===== config.mk =====
export PLATFORM = sky130hd
export DESIGN_NAME = websocket_frame_unmask_parser
export DESIGN_NICKNAME = d
export VERILOG_FILES = /design/src/rtl/wsfp_pkg.sv /design/src/rtl/websocket_frame_unmask_parser.sv /design/src/rtl/wsfp_front.sv /design/src/rtl/wsfp_queue.sv /design/src/rtl/wsfp_back.sv
export VERILOG_INCLUDE_DIRS = /design/src /design/src/rtl
export SDC_FILE = /design/constraint.sdc
export NUM_CORES = 1
export LEC_CHECK = 0
export ABC_AREA = 0
export ABC_CLOCK_PERIOD_IN_PS = 8000
export BUFFER_PORTS_ARGS = -buffer_cell sky130_fd_sc_hd__buf_2
export CELL_PAD_IN_SITES_DETAIL_PLACEMENT = 1
export CELL_PAD_IN_SITES_GLOBAL_PLACEMENT = 2
export CORE_UTILIZATION = 30
export CTS_CLUSTER_SIZE = 24
export DETAILED_ROUTE_END_ITERATION = 7
export GPL_TIMING_DRIVEN = 1
export PLACE_DENSITY_LB_ADDON = 0.1
export SLEW_MARGIN = 20
export SYNTH_ARGS = -nofsm -noshare
export SYNTH_HDL_FRONTEND = slang
export SYNTH_SLANG_ARGS = --single-unit

===== constraint.sdc =====
create_clock -name clk -period 8 [get_ports clk]
set_clock_uncertainty 0.1 [all_clocks]
set_input_delay 1.6 -clock clk [delete_from_list [all_inputs] [get_ports clk]]
set_output_delay 1.6 -clock clk [all_outputs]
set_load 0.05 [all_outputs]

===== src/rtl/assert_macros.svh =====
// Assertion helpers included by the top-level RTL file.
`ifndef ASSERT_MACROS_SVH
`define ASSERT_MACROS_SVH

`ifndef SYNTH
`define ASSERT_IMPLIES(label, clk, rst_n, cond, prop) \
	label: assert property (@(posedge clk) disable iff (!rst_n) (cond) |-> (prop)) \
		else $error("implication check failed");
`define ASSERT_NEXT(label, clk, rst_n, cond, prop) \
	label: assert property (@(posedge clk) disable iff (!rst_n) (cond) |=> (prop)) \
		else $error("next-cycle check failed");
`else
`define ASSERT_IMPLIES(label, clk, rst_n, cond, prop)
`define ASSERT_NEXT(label, clk, rst_n, cond, prop)
`endif

`endif


===== src/rtl/wsfp_pkg.sv =====
package wsfp_pkg;

	typedef enum logic [1:0] {
		KIND_DATA       = 2'd0,
		KIND_HEADER     = 2'd1,
		KIND_BAD_OPCODE = 2'd2,
		KIND_UNMASKED   = 2'd3
	} kind_t;

	localparam int QDEPTH = 4;
	localparam int QAW = $clog2(QDEPTH);

	localparam int TDATA_W = 80;

	localparam logic [3:0] OP_CONT  = 4'h0;
	localparam logic [3:0] OP_TEXT  = 4'h1;
	localparam logic [3:0] OP_BIN   = 4'h2;
	localparam logic [3:0] OP_CLOSE = 4'h8;
	localparam logic [3:0] OP_PING  = 4'h9;
	localparam logic [3:0] OP_PONG  = 4'ha;

	localparam logic [6:0] LEN_EXT16 = 7'd126;
	localparam logic [6:0] LEN_EXT64 = 7'd127;

	// One queued result: the back end does the unmask XOR and formatting.
	typedef struct packed {
		kind_t       kind;
		logic [7:0]  raw;
		logic [7:0]  key;
		logic        fin;
		logic [3:0]  opcode;
		logic [63:0] len;
		logic        last;
	} item_t;

	typedef struct packed {
		logic full;
		logic empty;
	} q_status_t;

	function automatic logic opcode_ok(input logic [3:0] op);
		return (op == OP_CONT) || (op == OP_TEXT) || (op == OP_BIN) ||
			(op == OP_CLOSE) || (op == OP_PING) || (op == OP_PONG);
	endfunction

endpackage


===== src/rtl/websocket_frame_unmask_parser.sv =====
// WebSocket client-to-server frame parser with payload unmasking.
// Input stream s_axis carries one raw frame byte per item in tdata[7:0].
// Output stream m_axis carries one result per item: tuser gives the kind
// (payload byte, frame header, bad opcode error, unmasked frame error) and
// tlast marks the final result of a frame, which is the header when the
// payload is empty and always an error result.
// Header and mask-key bytes produce no result, except an error result on a bad
// header byte; the header result follows the last mask-key byte, and each
// payload byte comes out XORed with the key. Throughput is one byte per cycle in
// and one result per cycle out while the receiver keeps tready high. The edge that
// accepts a byte writes its result into the four-entry result queue, and the output
// register loads it once it reaches the head of the queue and the register is free.
// When the receiver holds tready low the queue fills, and s_axis_tready
// drops once it holds four results; parsing resumes as soon as it drains.
// Reset clears the parser to wait for the first byte of a new frame and
// empties the queue and the output register.
`include "assert_macros.svh"

module websocket_frame_unmask_parser (
	input  logic                              clk,
	input  logic                              arst_n,
	input  logic                              s_axis_tvalid,
	output logic                              s_axis_tready,
	input  logic [7:0]                        s_axis_tdata,  // [7:0] rx_byte
	output logic                              m_axis_tvalid,
	input  logic                              m_axis_tready,
	// [7:0] data_byte, [8] fin, [12:9] frame_opcode, [76:13] payload_length, [79:77] zero
	output logic [wsfp_pkg::TDATA_W-1:0]      m_axis_tdata,
	output logic [1:0]                        m_axis_tuser,  // [1:0] kind
	output logic                              m_axis_tlast
);

	logic                  fire;
	logic                  push;
	logic                  pop;
	wsfp_pkg::item_t       push_item;
	wsfp_pkg::item_t       head_item;
	wsfp_pkg::q_status_t   q_status;
	logic                  out_hdr;
	logic                  out_err;
	logic                  out_len_zero;

	assign s_axis_tready = !q_status.full;
	assign fire = s_axis_tvalid && s_axis_tready;

	wsfp_front u_front (
		.clk     (clk),
		.arst_n  (arst_n),
		.fire    (fire),
		.rx_byte (s_axis_tdata),
		.push    (push),
		.item    (push_item)
	);

	wsfp_queue u_queue (
		.clk       (clk),
		.arst_n    (arst_n),
		.push      (push),
		.push_item (push_item),
		.pop       (pop),
		.head_item (head_item),
		.status    (q_status)
	);

	wsfp_back u_back (
		.clk           (clk),
		.arst_n        (arst_n),
		.head_item     (head_item),
		.q_status      (q_status),
		.pop           (pop),
		.m_axis_tvalid (m_axis_tvalid),
		.m_axis_tready (m_axis_tready),
		.m_axis_tdata  (m_axis_tdata),
		.m_axis_tuser  (m_axis_tuser),
		.m_axis_tlast  (m_axis_tlast)
	);

	assign out_hdr = m_axis_tvalid && (m_axis_tuser == wsfp_pkg::KIND_HEADER);
	assign out_err = m_axis_tvalid && ((m_axis_tuser == wsfp_pkg::KIND_BAD_OPCODE) ||
		(m_axis_tuser == wsfp_pkg::KIND_UNMASKED));
	assign out_len_zero = (m_axis_tdata[76:13] == 64'd0);

	`ASSERT_IMPLIES(a_hdr_last_iff_empty, clk, arst_n, out_hdr, m_axis_tlast == out_len_zero)
	`ASSERT_IMPLIES(a_error_is_last, clk, arst_n, out_err, m_axis_tlast)
	`ASSERT_IMPLIES(a_len_only_in_header, clk, arst_n, m_axis_tvalid && !out_hdr, out_len_zero)
	`ASSERT_IMPLIES(a_no_push_when_full, clk, arst_n, q_status.full, !push)

endmodule


===== src/rtl/wsfp_front.sv =====
module wsfp_front (
	input  logic                clk,
	input  logic                arst_n,
	input  logic                fire,
	input  logic [7:0]          rx_byte,
	output logic                push,
	output wsfp_pkg::item_t     item
);

	typedef enum logic [2:0] {
		PH_HDR0    = 3'd0,
		PH_HDR1    = 3'd1,
		PH_EXTLEN  = 3'd2,
		PH_MASK    = 3'd3,
		PH_PAYLOAD = 3'd4
	} phase_t;

	phase_t      phase_q;
	logic [2:0]  ext_cnt_q;
	logic [63:0] rem_q;
	logic [31:0] key_q;
	logic [1:0]  idx_q;
	logic        fin_q;
	logic [3:0]  opc_q;

	logic [63:0] rem_dec;
	logic [7:0]  key_byte;

	assign rem_dec = rem_q - 64'd1;

	always_comb begin
		case (idx_q)
			2'd0: key_byte = key_q[31:24];
			2'd1: key_byte = key_q[23:16];
			2'd2: key_byte = key_q[15:8];
			default: key_byte = key_q[7:0];
		endcase
	end

	always_comb begin
		push = 1'b0;
		item = '0;
		item.fin = fin_q;
		item.opcode = opc_q;
		case (phase_q)
			PH_HDR1: begin
				if (!rx_byte[7]) begin
					push = fire;
					item.kind = wsfp_pkg::KIND_UNMASKED;
					item.last = 1'b1;
				end
			end
			PH_EXTLEN: begin
				push = 1'b0;
			end
			PH_MASK: begin
				if (idx_q == 2'd3) begin
					push = fire;
					item.kind = wsfp_pkg::KIND_HEADER;
					item.len = rem_q;
					item.last = (rem_q == 64'd0);
				end
			end
			PH_PAYLOAD: begin
				push = fire;
				item.kind = wsfp_pkg::KIND_DATA;
				item.raw = rx_byte;
				item.key = key_byte;
				item.last = (rem_dec == 64'd0);
			end
			default: begin
				if (!wsfp_pkg::opcode_ok(rx_byte[3:0])) begin
					push = fire;
					item.kind = wsfp_pkg::KIND_BAD_OPCODE;
					item.fin = rx_byte[7];
					item.opcode = rx_byte[3:0];
					item.last = 1'b1;
				end
			end
		endcase
	end

	always_ff @(posedge clk or negedge arst_n) begin
		if (!arst_n) begin
			phase_q <= PH_HDR0;
			ext_cnt_q <= 3'd0;
			rem_q <= 64'd0;
			key_q <= 32'd0;
			idx_q <= 2'd0;
			fin_q <= 1'b0;
			opc_q <= 4'd0;
		end else if (fire) begin
			case (phase_q)
				PH_HDR1: begin
					if (!rx_byte[7]) begin
						phase_q <= PH_HDR0;
					end else begin
						key_q <= 32'd0;
						idx_q <= 2'd0;
						if (rx_byte[6:0] < wsfp_pkg::LEN_EXT16) begin
							rem_q <= {57'd0, rx_byte[6:0]};
							phase_q <= PH_MASK;
						end else begin
							rem_q <= 64'd0;
							ext_cnt_q <= (rx_byte[6:0] == wsfp_pkg::LEN_EXT64) ? 3'd7 : 3'd1;
							phase_q <= PH_EXTLEN;
						end
					end
				end
				PH_EXTLEN: begin
					rem_q <= {rem_q[55:0], rx_byte};
					if (ext_cnt_q == 3'd0) begin
						phase_q <= PH_MASK;
					end else begin
						ext_cnt_q <= ext_cnt_q - 3'd1;
					end
				end
				PH_MASK: begin
					key_q <= {key_q[23:0], rx_byte};
					idx_q <= idx_q + 2'd1;
					if (idx_q == 2'd3) begin
						phase_q <= (rem_q == 64'd0) ? PH_HDR0 : PH_PAYLOAD;
					end
				end
				PH_PAYLOAD: begin
					idx_q <= idx_q + 2'd1;
					rem_q <= rem_dec;
					if (rem_dec == 64'd0) begin
						phase_q <= PH_HDR0;
					end
				end
				default: begin
					if (wsfp_pkg::opcode_ok(rx_byte[3:0])) begin
						fin_q <= rx_byte[7];
						opc_q <= rx_byte[3:0];
						phase_q <= PH_HDR1;
					end else begin
						phase_q <= PH_HDR0;
					end
				end
			endcase
		end
	end

endmodule


===== src/rtl/wsfp_queue.sv =====
module wsfp_queue (
	input  logic                  clk,
	input  logic                  arst_n,
	input  logic                  push,
	input  wsfp_pkg::item_t       push_item,
	input  logic                  pop,
	output wsfp_pkg::item_t       head_item,
	output wsfp_pkg::q_status_t   status
);

	wsfp_pkg::item_t             entry_q [wsfp_pkg::QDEPTH];
	logic [wsfp_pkg::QAW-1:0]    wr_ptr_q;
	logic [wsfp_pkg::QAW-1:0]    rd_ptr_q;
	logic [wsfp_pkg::QAW:0]      count_q;
	logic                        do_push;
	logic                        do_pop;

	assign status.full = (count_q == (wsfp_pkg::QAW+1)'(wsfp_pkg::QDEPTH));
	assign status.empty = (count_q == '0);
	assign do_push = push && !status.full;
	assign do_pop = pop && !status.empty;
	assign head_item = entry_q[rd_ptr_q];

	always_ff @(posedge clk) begin
		if (do_push) begin
			entry_q[wr_ptr_q] <= push_item;
		end
	end

	always_ff @(posedge clk or negedge arst_n) begin
		if (!arst_n) begin
			wr_ptr_q <= '0;
			rd_ptr_q <= '0;
			count_q <= '0;
		end else begin
			if (do_push) begin
				wr_ptr_q <= wr_ptr_q + 1'b1;
			end
			if (do_pop) begin
				rd_ptr_q <= rd_ptr_q + 1'b1;
			end
			case ({do_push, do_pop})
				2'b10: count_q <= count_q + 1'b1;
				2'b01: count_q <= count_q - 1'b1;
				default: count_q <= count_q;
			endcase
		end
	end

endmodule


===== src/rtl/wsfp_back.sv =====
module wsfp_back (
	input  logic                              clk,
	input  logic                              arst_n,
	input  wsfp_pkg::item_t                   head_item,
	input  wsfp_pkg::q_status_t               q_status,
	output logic                              pop,
	output logic                              m_axis_tvalid,
	input  logic                              m_axis_tready,
	output logic [wsfp_pkg::TDATA_W-1:0]      m_axis_tdata,
	output logic [1:0]                        m_axis_tuser,
	output logic                              m_axis_tlast
);

	logic       valid_q;
	logic [7:0] data_byte;

	// Only payload items carry a data byte; every other kind shows zero.
	assign data_byte = (head_item.kind == wsfp_pkg::KIND_DATA) ?
		(head_item.raw ^ head_item.key) : 8'h00;
	assign pop = !q_status.empty && (!valid_q || m_axis_tready);
	assign m_axis_tvalid = valid_q;

	always_ff @(posedge clk or negedge arst_n) begin
		if (!arst_n) begin
			valid_q <= 1'b0;
		end else if (pop) begin
			valid_q <= 1'b1;
		end else if (m_axis_tready) begin
			valid_q <= 1'b0;
		end
	end

	always_ff @(posedge clk) begin
		if (pop) begin
			m_axis_tdata <= {3'd0, head_item.len, head_item.opcode, head_item.fin, data_byte};
			m_axis_tuser <= head_item.kind;
			m_axis_tlast <= head_item.last;
		end
	end

endmodule


Word level (Yosys, flattened, before mapping)

Memories as Yosys holds them, arrays and structs flattened.
Cells that the tools add are included.

Shift-type cells: 0
$add $sub $neg: 7
Multipliers: 0
Equal/unequal tests: 22
$lt $le $gt $ge: 1
Reduce and logical (&&, ||, !) cells: 35
Muxes and demuxes: 42
Divide/modulo/power cells: 0
Bitwise logic cells: 2

Operators with widths:

| kind                  | count |
|---|---|
| $pmux 64 s3           | 1 |
| $logic_not 64->1      | 2 |
| $mux 64               | 2 |
| $mux 65               | 1 |
| $pmux 32 s2           | 1 |
| $sub 64x1->64 const B | 1 |
| $mux 32               | 1 |
| $mux 3                | 9 |
| $pmux 8 s3            | 1 |
| $mux 16               | 1 |
| $eq 4x4->1 const B    | 3 |
| $mux 1                | 12 |
| $pmux 3 s2            | 2 |
| $pmux 3 s4            | 1 |
| $reduce_and 3->1      | 4 |
| $mux 5                | 2 |
| $reduce_bool 2->1     | 5 |
| $pmux 1 s4            | 2 |
| $xor 8x8->8           | 1 |
| $eq 7x7->1 const B    | 1 |
| $lt 7x7->1 const B    | 1 |
| $mux 7                | 1 |
| $add 2x1->2 const B   | 3 |
| $eq 2x2->1 const B    | 3 |
| 25 further kinds      | 48 |

Register bits after elaboration: 197
Memory bits (writable): 352
Latch bits: 0
Output and inout port bits: 85
Input port bits: 12
Word-level logic and storage cells: 125
Memories: 1
ROM bits: 0

Memories:

| memory          | depth | bits a word | read ports | clocked after Yosys merged registers in | wr ports | RTL line         | RTL |
|---|---|---|---|---|---|---|---|
| u_queue.entry_q | 4     | 88          | 1          | 0                                       | 1        | wsfp_queue.sv:11 | `wsfp_pkg::item_t entry_q [wsfp_pkg::QDEPTH];` |

Longest topological paths before layout

Gate-level depths: netlist (run 1).

Word-level depth: 11
Depth in mapped cells: 13

By module

Synthesis (run 1) repeated with hierarchy kept, for this count alone.

Cells, all modules: 1,571
Area, all modules: 23,480.0 sq um

Modules (own cells, without submodules):

| module                        | instances | area each (sq um) | cells each |
|---|---|---|---|
| wsfp_queue                    | 1         | 13,217.7          | 497 |
| wsfp_front                    | 1         | 7,643.6           | 965 |
| wsfp_back                     | 1         | 2,608.8           | 107 |
| websocket_frame_unmask_parser | 1         | 10.0              | 2 |

Worst setup path before layout (run 1)

No wires, ideal clock.

Path kind: input -> register
Start point: in m_axis_tready
End point: reg u_queue.count_q[2] in the netlist's numbering
Required time: 7.821 ns
Setup slack: 0.695 ns
Arrival time: 7.126 ns
Stages on the path: 8
Cells stage by stage: inv_1 a21oi_1 ha_1 inv_1 fa_1 xor2_1 nor2_1 xor2_1

Cells in the longest elaborated chain, start to end: 5
Elaborated cells on any way between the ends: 7
Those cells by class: eq/ne (2); mux (1); reduce/logical (4)

RTL lines:

| element                                                | RTL line                            | RTL |
|---|---|---|
| start, declared                                        | websocket_frame_unmask_parser.sv:26 | `input logic m_axis_tready,` |
| $logic_or 1x1->1 (*)                                   | wsfp_back.sv:20                     | `assign pop = !q_status.empty && (!valid_q \|\| m_axis_tready);` |
| $logic_and 1x1->1 (*)                                  | wsfp_back.sv:20                     |  |
| net pop                                                | websocket_frame_unmask_parser.sv:35 | `logic pop;` |
| $logic_and 1x1->1 (*)                                  | wsfp_queue.sv:21                    | `assign do_pop = pop && !status.empty;` |
| $eq 2x1->1 / $eq 2x2->1 (equally long branches)        | wsfp_queue.sv:42                    | `case ({do_push, do_pop})` |
| $pmux 3 s2 / $reduce_bool 2->1 (equally long branches) | n/a                                 |  |
| end signal, assigned                                   | wsfp_queue.sv:43                    | `2'b10: count_q <= count_q + 1'b1;` |
| end signal, assigned                                   | wsfp_queue.sv:44                    | `2'b01: count_q <= count_q - 1'b1;` |
| end signal, assigned                                   | wsfp_queue.sv:45                    | `default: count_q <= count_q;` |
| end, declared                                          | wsfp_queue.sv:14                    | `logic [wsfp_pkg::QAW:0] count_q;` |

The timed path passes the listed nets; every way through them passes the cells marked *.
A chain may end at the register's enable or synchronous reset.

==> results.sh, run 1 <==
export IMPL_multi_input_area_mm2=0.00699
export IMPL_critPathRequiredTime_ns=8.31
export IMPL_synth_flop_cell="edfxtp_1"
export IMPL_nFillCells=8057
export IMPL_viasPerCell=5.06
export IMPL_post_route_drc_count=0
export IMPL_hold_buffers=0
export IMPL_worstMarginPinSlew_ns=0.947
export IMPL_cts_buffers=61
export IMPL_clkSlewWorstSetupHoldPaths_ns=0.06
export IMPL_syn_area_per_cell_um2=14.6
export IMPL_yosys_warnings=0
export IMPL_totalWireLength_um=67900
export IMPL_placeableCoreArea_mm2=0.0773
export IMPL_critPathLaunchType="flip-flop"
export IMPL_ios=97
export IMPL_grt_max_degree=89
export IMPL_postRouteAntennaNets=0
export IMPL_syn2layout_area_growth_pct=14.9
export IMPL_period_share_pct=60.0
export IMPL_die_x_um=281
export IMPL_hold_viol=0
export IMPL_ys_ff_latch=549
export IMPL_path_max_fanout=14
export IMPL_clock_path_buffers=3
export IMPL_track_usage_pct=17.3
export IMPL_root_buffer="clkbuf_16"
export IMPL_h_tree_depth=2
export IMPL_p_leak_uw=0.00953
export IMPL_min_period_ns=4.80
export IMPL_cts_sinks=549
export IMPL_seq_area_mm2=0.0159
export IMPL_synthCells=1608
export IMPL_globalplace_congestion=0.780
export IMPL_whs_ns=0.400
export IMPL_initial_utilization_pct=30.3
export IMPL_crit_type="reg -> reg"
export IMPL_synth_edff_count=432
export IMPL_overflow=0
export IMPL_ir_worst_vdd_mv=0.194
export IMPL_relSlewSlack_pct=36.9
export IMPL_first_global_vias=14600
export IMPL_maxSlewViolCount=0
export IMPL_insertion_delay_ns=0.65
export IMPL_drt_iter0_drc=983
export IMPL_io_buffers=93
export IMPL_post_route_util_pct=34.8
export IMPL_place_area_mm2=0.0250
export IMPL_die_area_mm2=0.0792
export IMPL_ctsResizeCount=0
export IMPL_status="finished clean"
export IMPL_fmax_mhz=208
export IMPL_antenna_found_initial=0
export IMPL_fin_nets=1708
export IMPL_first_pass_iters=5
export IMPL_yosysSeqAreaShare_pct=67.9
export IMPL_hold_path_class="reg -> reg"
export IMPL_grt_pass1_wl_um=102000
export IMPL_maxCapViolations=0
export IMPL_rows=102
export IMPL_final_setup_tns_ns=0
export IMPL_setup_viol=0
export IMPL_cts_setup_buffers=0
export IMPL_synthesis_area_mm2=0.0234
export IMPL_ys_types=69
export IMPL_powerDensity_mw_per_mm2=397
export IMPL_die_h_um=281
export IMPL_wl_per_cell_um=24.5
export IMPL_drive_gt1_share_pct=18.3
export IMPL_final_cell_area_mm2=0.0269
export IMPL_num_vias=14000
export IMPL_rsz0062_at_grt="no"
export IMPL_critical_path_arrival_ns=5.11
export IMPL_cts_tree="built"
export IMPL_hpwl_um=44900
export IMPL_crit_path_end_kind="flip-flop"
export IMPL_synthArstFlopShare_pct=21.3
-- worst max-delay path: stages, from the launching register on --
cell	delay (ns)
dfrtp_1	0.57
nor4_1	0.50
nand4_1	0.54
nor2_1	0.83
xor2_1	0.13
a2111oi_0	0.72
o2111ai_1	0.29
nor4_2	0.30
a21oi_1	0.19
nor3_1	0.38
-- layer usage --
metal,vias to the layer above,global-route usage [%],wire [µm],share of wire (%)
met1,7381,25.8,33600,49
met3,68,2.43,2220,3.3
met4,0,3.44,1060,1.6
li1,6345,-,-,-
met5,-,0,0,0
met2,220,26.9,31000,46
-- final timing paths --
| path | slack [ns] | cells after the start | endpoint | startpoint |
|---|---|---|---|---|
| min in group asynchronous | 0.91 | 1 | u_front.key_q[4]$_DFFE_PN0P_ | arst_n |
| worst min-delay path | 0.40 | 1 | u_queue.count_q[0]$_DFFE_PN0P_ | u_queue.count_q[0]$_DFFE_PN0P_ |
| max in group asynchronous | 5.81 | 2 | u_front.rem_q[36]$_DFFE_PN0P_ | arst_n |
| worst min register to register | 0.40 | 1 | u_queue.count_q[0]$_DFFE_PN0P_ | u_queue.count_q[0]$_DFFE_PN0P_ |
| worst max register to register | 3.20 | 9 | u_queue.entry_q[3][0]$_DFFE_PP_ | u_front.rem_q[7]$_DFFE_PN0P_ |
| worst max-delay path | 3.20 | 9 | u_queue.entry_q[3][0]$_DFFE_PP_ | u_front.rem_q[7]$_DFFE_PN0P_ |
-- area by class of cell --
cell class | count | area share [%]
inverters | 28 | 0.391
clock inverters | 38 | 1.21
repair buffers | 122 | 2.59
flip-flops and latches | 549 | 59.1
multi-input cells | 918 | 26.0
well taps | 1040 | 4.84
diodes | 1 | 0.00930
clock buffers | 75 | 5.87
-- registers in the layout (all words and copies together) (netlist names) --
| name | cells |
|---|---|
| u_back.m_axis_tdata | 77 |
| u_back.m_axis_tlast | 1 |
| u_back.m_axis_tuser | 2 |
| u_back.m_axis_tvalid | 1 |
| u_front.ext_cnt_q | 3 |
| u_front.fin_q | 1 |
| u_front.idx_q | 2 |
| u_front.key_q | 32 |
| u_front.opc_q | 4 |
| u_front.phase_q | 3 |
| u_front.rem_q | 64 |
| u_queue.count_q | 3 |
| u_queue.entry_q | 352 |
| u_queue.rd_ptr_q | 2 |
| u_queue.wr_ptr_q | 2 |
-- synth_stat cells, types with 11 or more instances --
cell / number / area share [%]
o21ai_0: 128 / 2.7
edfxtp_1: 432 / 55
nand2_1: 48 / 0.77
nor3_1: 48 / 1.0
or4_1: 11 / 0.35
ha_1: 15 / 0.80
or3_1: 16 / 0.43
nand3_1: 14 / 0.30
mux4_2: 80 / 7.7
buf_1: 14 / 0.22
a32oi_1: 12 / 0.45
and2_1: 59 / 1.6
a22oi_1: 18 / 0.58
clkbuf_1: 86 / 1.4
a21oi_1: 73 / 1.6
nor2_1: 138 / 2.2
xnor2_1: 55 / 2.1
a22o_1: 32 / 1.2
dfrtp_1: 117 / 12
and3_1: 13 / 0.35
nor4_1: 27 / 0.72
inv_1: 28 / 0.45
-- cell usage in the layout, fill, tap and decap left out, drive strengths merged, types with 6 or more instances in the layout --
master and count:
nor2 138, inv 29, a222oi 8, a32oi 12, and3 13, a22oi 18
a21oi 73, a22o 32, ha 15, and2 59, xor2 10, nor3 48
nand4 11, dfrtp 117, o21ai 128, or3 16, nor4 37, nand2 48
a31oi 8, mux4 80, mux2 6, or4 12, nand2b 6, buf 122
clkbuf 75, nand3 15, clkinv 32, edfxtp 432, xnor2 55
-- report_power, final --
| part | switching [µW] | leakage, µW | internal, µW | total, µW |
|---|---|---|---|---|
| combinational | 2560 | 0.00296 | 1100 | 3650 |
| clock | 1160 | 0.000924 | 1530 | 2690 |
| sequential | 445 | 0.00564 | 3900 | 4340 |
-- through the flow --
| step | total power (µW) | cells | setup WS, ns |
|---|---|---|---|
| floorplan | 6890 | 1610 | 0.695 |
| global placement | 8110 | 2657 | 3.24 |
| detailed placement | 8140 | 2657 | 3.29 |
| CTS | 10900 | 2770 | 3.23 |
| global route | 11300 | 2770 | 2.82 |
| finish | 10700 | 2771 | 3.20 |
-- kinds of logic after synthesis --
group,Yosys count,share of synthesized area [%]
AND/OR/NAND/NOR,426,9.71
multiplexers,86,7.98
AO/OA/AOI/OAI,321,8.53
flip-flops,549,67.9
XOR/XNOR,65,2.43
other,1,0.0160
adder cells (fa/ha/maj),17,0.929
buffers and inverters,143,2.54
(Power assumes the default switching activity.)
==> run 2: changes to the inputs <==
- ABC_AREA: 0 -> 1
- ABC_CLOCK_PERIOD_IN_PS: 8000 -> 4019
- clock period: 8 -> 4.02 ns (I/O delays scaled with it)
==> results.sh, run 2 <==
export IMPL_drive_gt1_share_pct=12.0
export IMPL_rows=103
export IMPL_io_buffers=93
export IMPL_viasPerCell=4.95
export IMPL_hold_path_class="in -> async"
export IMPL_cts_buffers=66
export IMPL_synthesis_area_mm2=0.0239
export IMPL_crit_type="reg -> reg"
export IMPL_p_leak_uw=0.0102
export IMPL_globalplace_congestion=0.834
export IMPL_post_route_drc_count=0
export IMPL_hold_viol=0
export IMPL_hpwl_um=53100
export IMPL_yosysSeqAreaShare_pct=66.6
export IMPL_grt_pass1_wl_um=119000
export IMPL_crit_path_end_kind="flip-flop"
export IMPL_synth_flop_cell="edfxtp_1"
export IMPL_yosysMostFrequentCell="nor2_1"
export IMPL_grt_busiest_layer="met2"
export IMPL_ios=97
export IMPL_overflow=0
export IMPL_reg_largest_list="u_queue.entry_q (352), u_back.m_axis_tdata (77), u_front.rem_q (64)"
export IMPL_num_vias=17000
export IMPL_synthCells=2230
export IMPL_antenna_found_initial=3
export IMPL_critPathLaunchType="flip-flop"
export IMPL_synth_top_area_share_pct=54.4
export IMPL_fmax_mhz=300
export IMPL_min_period_ns=3.33
export IMPL_synth_top_family_by_area="simple AND/OR/NAND/NOR gates"
export IMPL_synthAdderAreaFrac_pct=0.871
export IMPL_die_h_um=284
export IMPL_post_place_cells=3313
export IMPL_synthTopCellsByCount="nor2_1 (442), edfxtp_1 (432), nand2_1 (289)"
export IMPL_fin_nets=2359
export IMPL_synthArstFlopShare_pct=21.3
export IMPL_rsz0062_at_grt="no"
export IMPL_clkSlewWorstSetupHoldPaths_ns=0.06
export IMPL_ys_ff_latch=549
export IMPL_ys_types=41
export IMPL_cts_sinks=549
export IMPL_cts_tree="built"
export IMPL_setup_viol=0
export IMPL_track_usage_pct=19.8
export IMPL_first_pass_iters=5
export IMPL_initial_utilization_pct=30.3
export IMPL_syn_area_per_cell_um2=10.7
export IMPL_ctsResizeCount=0
export IMPL_synth_compound_area_share_pct=12.3
export IMPL_path_max_fanout=78
export IMPL_final_cell_area_mm2=0.0278
export IMPL_first_global_vias=17600
export IMPL_maxCapViolations=0
export IMPL_clock_path_buffers=3
export IMPL_final_cell_mix="nor2_1 (437), edfxtp_1 (432), nand2_1 (288)"
export IMPL_hold_buffers=0
export IMPL_met1_usage_pct=28.9
export IMPL_whs_ns=0.165
export IMPL_synth_mux_area_share_pct=0
export IMPL_drt_iter0_drc=1031
export IMPL_wl_per_cell_um=23.3
export IMPL_syn2layout_area_growth_pct=16.4
export IMPL_placeableCoreArea_mm2=0.0789
export IMPL_critPathRequiredTime_ns=4.13
export IMPL_critical_path_arrival_ns=3.44
export IMPL_root_buffer="clkbuf_16"
export IMPL_relSlewSlack_pct=27.5
export IMPL_cts_setup_buffers=0
export IMPL_grt_max_degree=119
export IMPL_worstMarginPinSlew_ns=1.08
export IMPL_synthSimpleGateAreaFrac_pct=15.0
export IMPL_largest_reg_flops=352
export IMPL_powerDensity_mw_per_mm2=860
export IMPL_maxSlewViolCount=0
export IMPL_insertion_delay_ns=0.61
export IMPL_yosys_warnings=0
export IMPL_status="finished clean"
export IMPL_totalWireLength_um=80100
export IMPL_h_tree_depth=3
export IMPL_synth_top_area_cell="edfxtp_1"
export IMPL_fin_cells=3433
export IMPL_period_share_pct=82.8
export IMPL_reg2reg_depth=12
export IMPL_grtUsageMet3_pct=3.00
export IMPL_die_area_mm2=0.0807
export IMPL_final_common_cell="nor2_1"
export IMPL_place_area_mm2=0.0257
export IMPL_met2_usage_pct=30.8
export IMPL_die_x_um=284
export IMPL_ir_worst_vdd_mv=0.322
export IMPL_synth_edff_count=432
export IMPL_regMostFlops="u_queue.entry_q"
export IMPL_synthXorXnorAreaFrac_pct=0.844
export IMPL_yosys_top_cells_area="edfxtp_1 (54%), dfrtp_1 (12%), nor2_1 (7.0%)"
export IMPL_postRouteAntennaNets=0
[run 2: layout make-up]
| class | instances | area (µm²) |
|---|---|---|
| Fill cell | 8700 | 51100 |
| Sequential cell | 549 | 15900 |
| Antenna cell | 1 | 2.50 |
| Clock buffer | 90 | 1820 |
| Inverter | 167 | 629 |
| Multi-Input combinational cell | 1412 | 7010 |
| Clock inverter | 29 | 229 |
| Timing Repair Buffer | 135 | 858 |
| Tap cell | 1050 | 1310 |
[run 2: layer usage]
layer	vias up	wire (µm)
met2	267	36100
met3	88	3140
met5	-	0
li1	7978	-
met4	0	1390
met1	8658	39500
[run 2: final timing paths]
check                                          startpoint                                to  slack, ns
max                        u_front.phase_q[2]$_DFFE_PN0P_  u_queue.entry_q[0][27]$_DFFE_PP_       0.69
min                                                arst_n  u_back.m_axis_tvalid$_DFFE_PN0P_       0.16
max reg2reg                u_front.phase_q[2]$_DFFE_PN0P_  u_queue.entry_q[0][27]$_DFFE_PP_       0.69
min reg2reg                u_queue.count_q[1]$_DFFE_PN0P_    u_queue.count_q[1]$_DFFE_PN0P_       0.38
max in group asynchronous                          arst_n     u_front.rem_q[33]$_DFFE_PN0P_       2.76
min in group clk           u_queue.count_q[1]$_DFFE_PN0P_    u_queue.count_q[1]$_DFFE_PN0P_       0.38
[run 2: kinds of logic (layout without fill, tap and decap cells)]
kind of cell	Yosys count	count (layout)
adders and majority gates	16	16
DFF	549	549
other	1	4
buffers and inverters	271	421
xor gates and xnor gates	23	23
AOI/OAI and AO/OA	515	515
and+or+nand+nor	855	855
[run 2: worst max-delay path, stage by stage, from the launching register on]
cell and delay, ns:
dfrtp_1 0.41, inv_1 0.09, nand2_1 0.17, nor2_1 0.13
inv_1 0.11, nand2_1 0.09, nor2_1 0.21, inv_1 0.12
nor2_1 0.48, o31ai_4 0.14, buf_4 0.22, nor2_4 0.13
buf_12 0.42
[run 2: metrics by stage]
step	setup TNS (ns)	utilization [%]	worst slack (ns)	power, µW
3_5_place_dp	0	32.6	0.726	18400
4_1_cts	0	35.2	0.674	24300
3_3_place_gp	0	32.6	0.736	18300
2_1_floorplan	-90.61	-	-0.257	15000
6_report	0	35.2	0.690	23900
5_1_grt	0	35.2	0.440	25300
[run 2: report_power, final]
part           switching [µW]  total, µW  internal, µW
registers                1010       9120          8110
logic                    6880       9030          2160
clock network            2420       5740          3320
total                   10300      23900         13600
==> run 3: changes to the inputs <==
- ABC_CLOCK_PERIOD_IN_PS: 4019 -> 2900
- clock period: 4.02 -> 2.9 ns (I/O delays scaled with it)
==> results.sh, run 3 (synthesis gave the netlist of run 2 again) <==
export IMPL_cts_buffers=60
export IMPL_clock_path_buffers=3
export IMPL_hold_depth=3
export IMPL_ir_worst_vdd_mv=0.569
export IMPL_critPathRequiredTime_ns=3.26
export IMPL_maxSlewViolCount=0
export IMPL_root_buffer="clkbuf_16"
export IMPL_rrSetupSlack_ns=0.09
export IMPL_grt_pass1_wl_um=120000
export IMPL_r2r_end="u_queue.entry_q[3][0]$_DFFE_PP_"
export IMPL_post_route_drc_count=0
export IMPL_fin_cells=3605
export IMPL_die_x_um=284
export IMPL_antenna_found_initial=2
export IMPL_relSlewSlack_pct=48.8
export IMPL_final_cell_mix="edfxtp_1 (432), nor2_1 (390), nand2_1 (281)"
export IMPL_grt_max_degree=118
export IMPL_powerDensity_mw_per_mm2=1160
export IMPL_initial_utilization_pct=30.3
export IMPL_first_global_vias=18400
export IMPL_multi_input_area_mm2=0.00729
export IMPL_first_pass_iters=5
export IMPL_nFillCells=8701
export IMPL_critPathLaunchType="flip-flop"
export IMPL_final_cell_area_mm2=0.0296
export IMPL_fin_nets=2531
export IMPL_worstMarginPinSlew_ns=0.763
export IMPL_r2r_start="u_front.rem_q[11]$_DFFE_PN0P_"
export IMPL_reg2reg_depth=15
export IMPL_cts_sinks=549
export IMPL_totalWireLength_um=81100
export IMPL_maxCapViolations=0
export IMPL_hpwl_um=55300
export IMPL_clkSlewWorstSetupHoldPaths_ns=0.06
export IMPL_reg_largest_list="u_queue.entry_q (352), u_back.m_axis_tdata (77), u_front.rem_q (64)"
export IMPL_p_leak_uw=0.0112
export IMPL_syn2layout_area_growth_pct=24.2
export IMPL_cts_tree="built"
export IMPL_critical_path_arrival_ns=3.17
export IMPL_holdPathEnd="u_front.rem_q[2]$_DFFE_PN0P_"
export IMPL_overflow=0
export IMPL_hold_viol=0
export IMPL_rows=103
export IMPL_place_area_mm2=0.0273
export IMPL_seq_area_mm2=0.0159
export IMPL_drt_iter0_drc=1046
export IMPL_regMostFlops="u_queue.entry_q"
export IMPL_path_max_fanout=4
export IMPL_status="finished clean"
export IMPL_h_tree_depth=2
export IMPL_io_buffers=93
export IMPL_placeableCoreArea_mm2=0.0789
export IMPL_postRouteAntennaNets=0
export IMPL_drive_gt1_share_pct=21.4
export IMPL_crit_type="reg -> reg"
export IMPL_insertion_delay_ns=0.64
export IMPL_num_vias=17700
export IMPL_wl_per_cell_um=22.5
export IMPL_die_h_um=284
export IMPL_track_usage_pct=19.9
export IMPL_holdCritStartpoint="s_axis_tdata[2]"
export IMPL_hold_path_class="in -> reg"
export IMPL_viasPerCell=4.90
export IMPL_period_share_pct=97.0
export IMPL_ios=97
export IMPL_globalplace_congestion=0.833
export IMPL_die_area_mm2=0.0807
export IMPL_largest_reg_flops=352
export IMPL_fmax_mhz=355
export IMPL_min_period_ns=2.81
export IMPL_final_common_cell="edfxtp_1"
export IMPL_crit_path_end_kind="flip-flop"
export IMPL_post_place_cells=3480
export IMPL_setup_viol=0
## run 3: changes by cell type in the layout (fill, tap and decap cells not counted), sizes merged
cell         delta
clkinvlp        +3
bufinv          +3
inv             -1
buf           +177
clkbuf          -8
diode           +1
dlygate4sd3     +1
clkinv          -4
## run 3: final cells by class
type / count / area share (%)
diodes: 2 / 0.0169
well taps: 1050 / 4.43
inverters: 167 / 2.12
clock buffers: 82 / 5.69
repair buffers: 313 / 8.38
flip-flops and latches: 549 / 53.7
multi-input cells: 1412 / 24.6
clock inverters: 30 / 1.06
## run 3: metal layers
metal	routed length (µm)	up-vias	track usage (%)
met5	13	-	0
met4	1930	2	5.32
met3	3180	102	3.14
met2	35500	285	30.2
met1	40400	8950	29.5
li1	-	8314	-
## run 3: worst max-delay path by stage
stage | from | endpoint | cells past startpoint
global route | u_front.rem_q[1]$_DFFE_PN0P_ | u_queue.entry_q[3][0]$_DFFE_PP_ | 18
finish | u_front.rem_q[11]$_DFFE_PN0P_ | u_queue.entry_q[3][0]$_DFFE_PP_ | 15
CTS | u_front.rem_q[6]$_DFFE_PN0P_ | u_front.phase_q[2]$_DFFE_PN0P_ | 16
global placement | u_front.rem_q[25]$_DFFE_PN0P_ | u_front.phase_q[1]$_DFFE_PN0P_ | 17
floorplan | u_back.m_axis_tvalid$_DFFE_PN0P_ | u_queue.count_q[2]$_DFFE_PN0P_ | 9
detailed placement | u_front.rem_q[25]$_DFFE_PN0P_ | u_front.phase_q[2]$_DFFE_PN0P_ | 17
## run 3: per-stage QoR
| step | total power (µW) | TNS, ns | util (%) | hold slack, ns | setup WS, ns |
|---|---|---|---|---|---|
| floorplan | 20800 | -59.02 | - | 0.184 | -0.499 |
| global placement | 26600 | -1.90 | 34.6 | 0.351 | -0.378 |
| detailed placement | 26800 | -2.10 | 34.6 | 0.360 | -0.396 |
| CTS | 34700 | 0 | 37.2 | 0.190 | 0.000134 |
| global route | 36500 | -0.0386 | 37.6 | 0.214 | -0.0161 |
| finish | 34500 | 0 | 37.6 | 0.233 | 0.0867 |
## run 3: repair_timing
item	4_1_cts	5_1_grt
resized for setup	14	88
setup endpoints to repair	7	208
pin swaps	2	22
hold buffers	1	0
setup buffers	3	7
endpoints found under the hold margin	117	0
## run 3: report_power, final
group | switching, µW | internal (µW)
clock | 3220 | 4510
sequential | 1260 | 11200
combinational | 10200 | 4070
## run 3: critical path, cell delays in order, from the launching register on
cell and delay [ns]:
dfrtp_1 0.44, buf_4 0.17, nor2_4 0.10, nand2_2 0.09, nor2_4 0.16, buf_4 0.14
nand2_4 0.06, buf_4 0.14, xor2_1 0.19, nor2_1 0.17, nand2_1 0.07, nor2_1 0.10
nand2_1 0.10, nor2_4 0.20, nand4_1 0.20, nand4_1 0.22
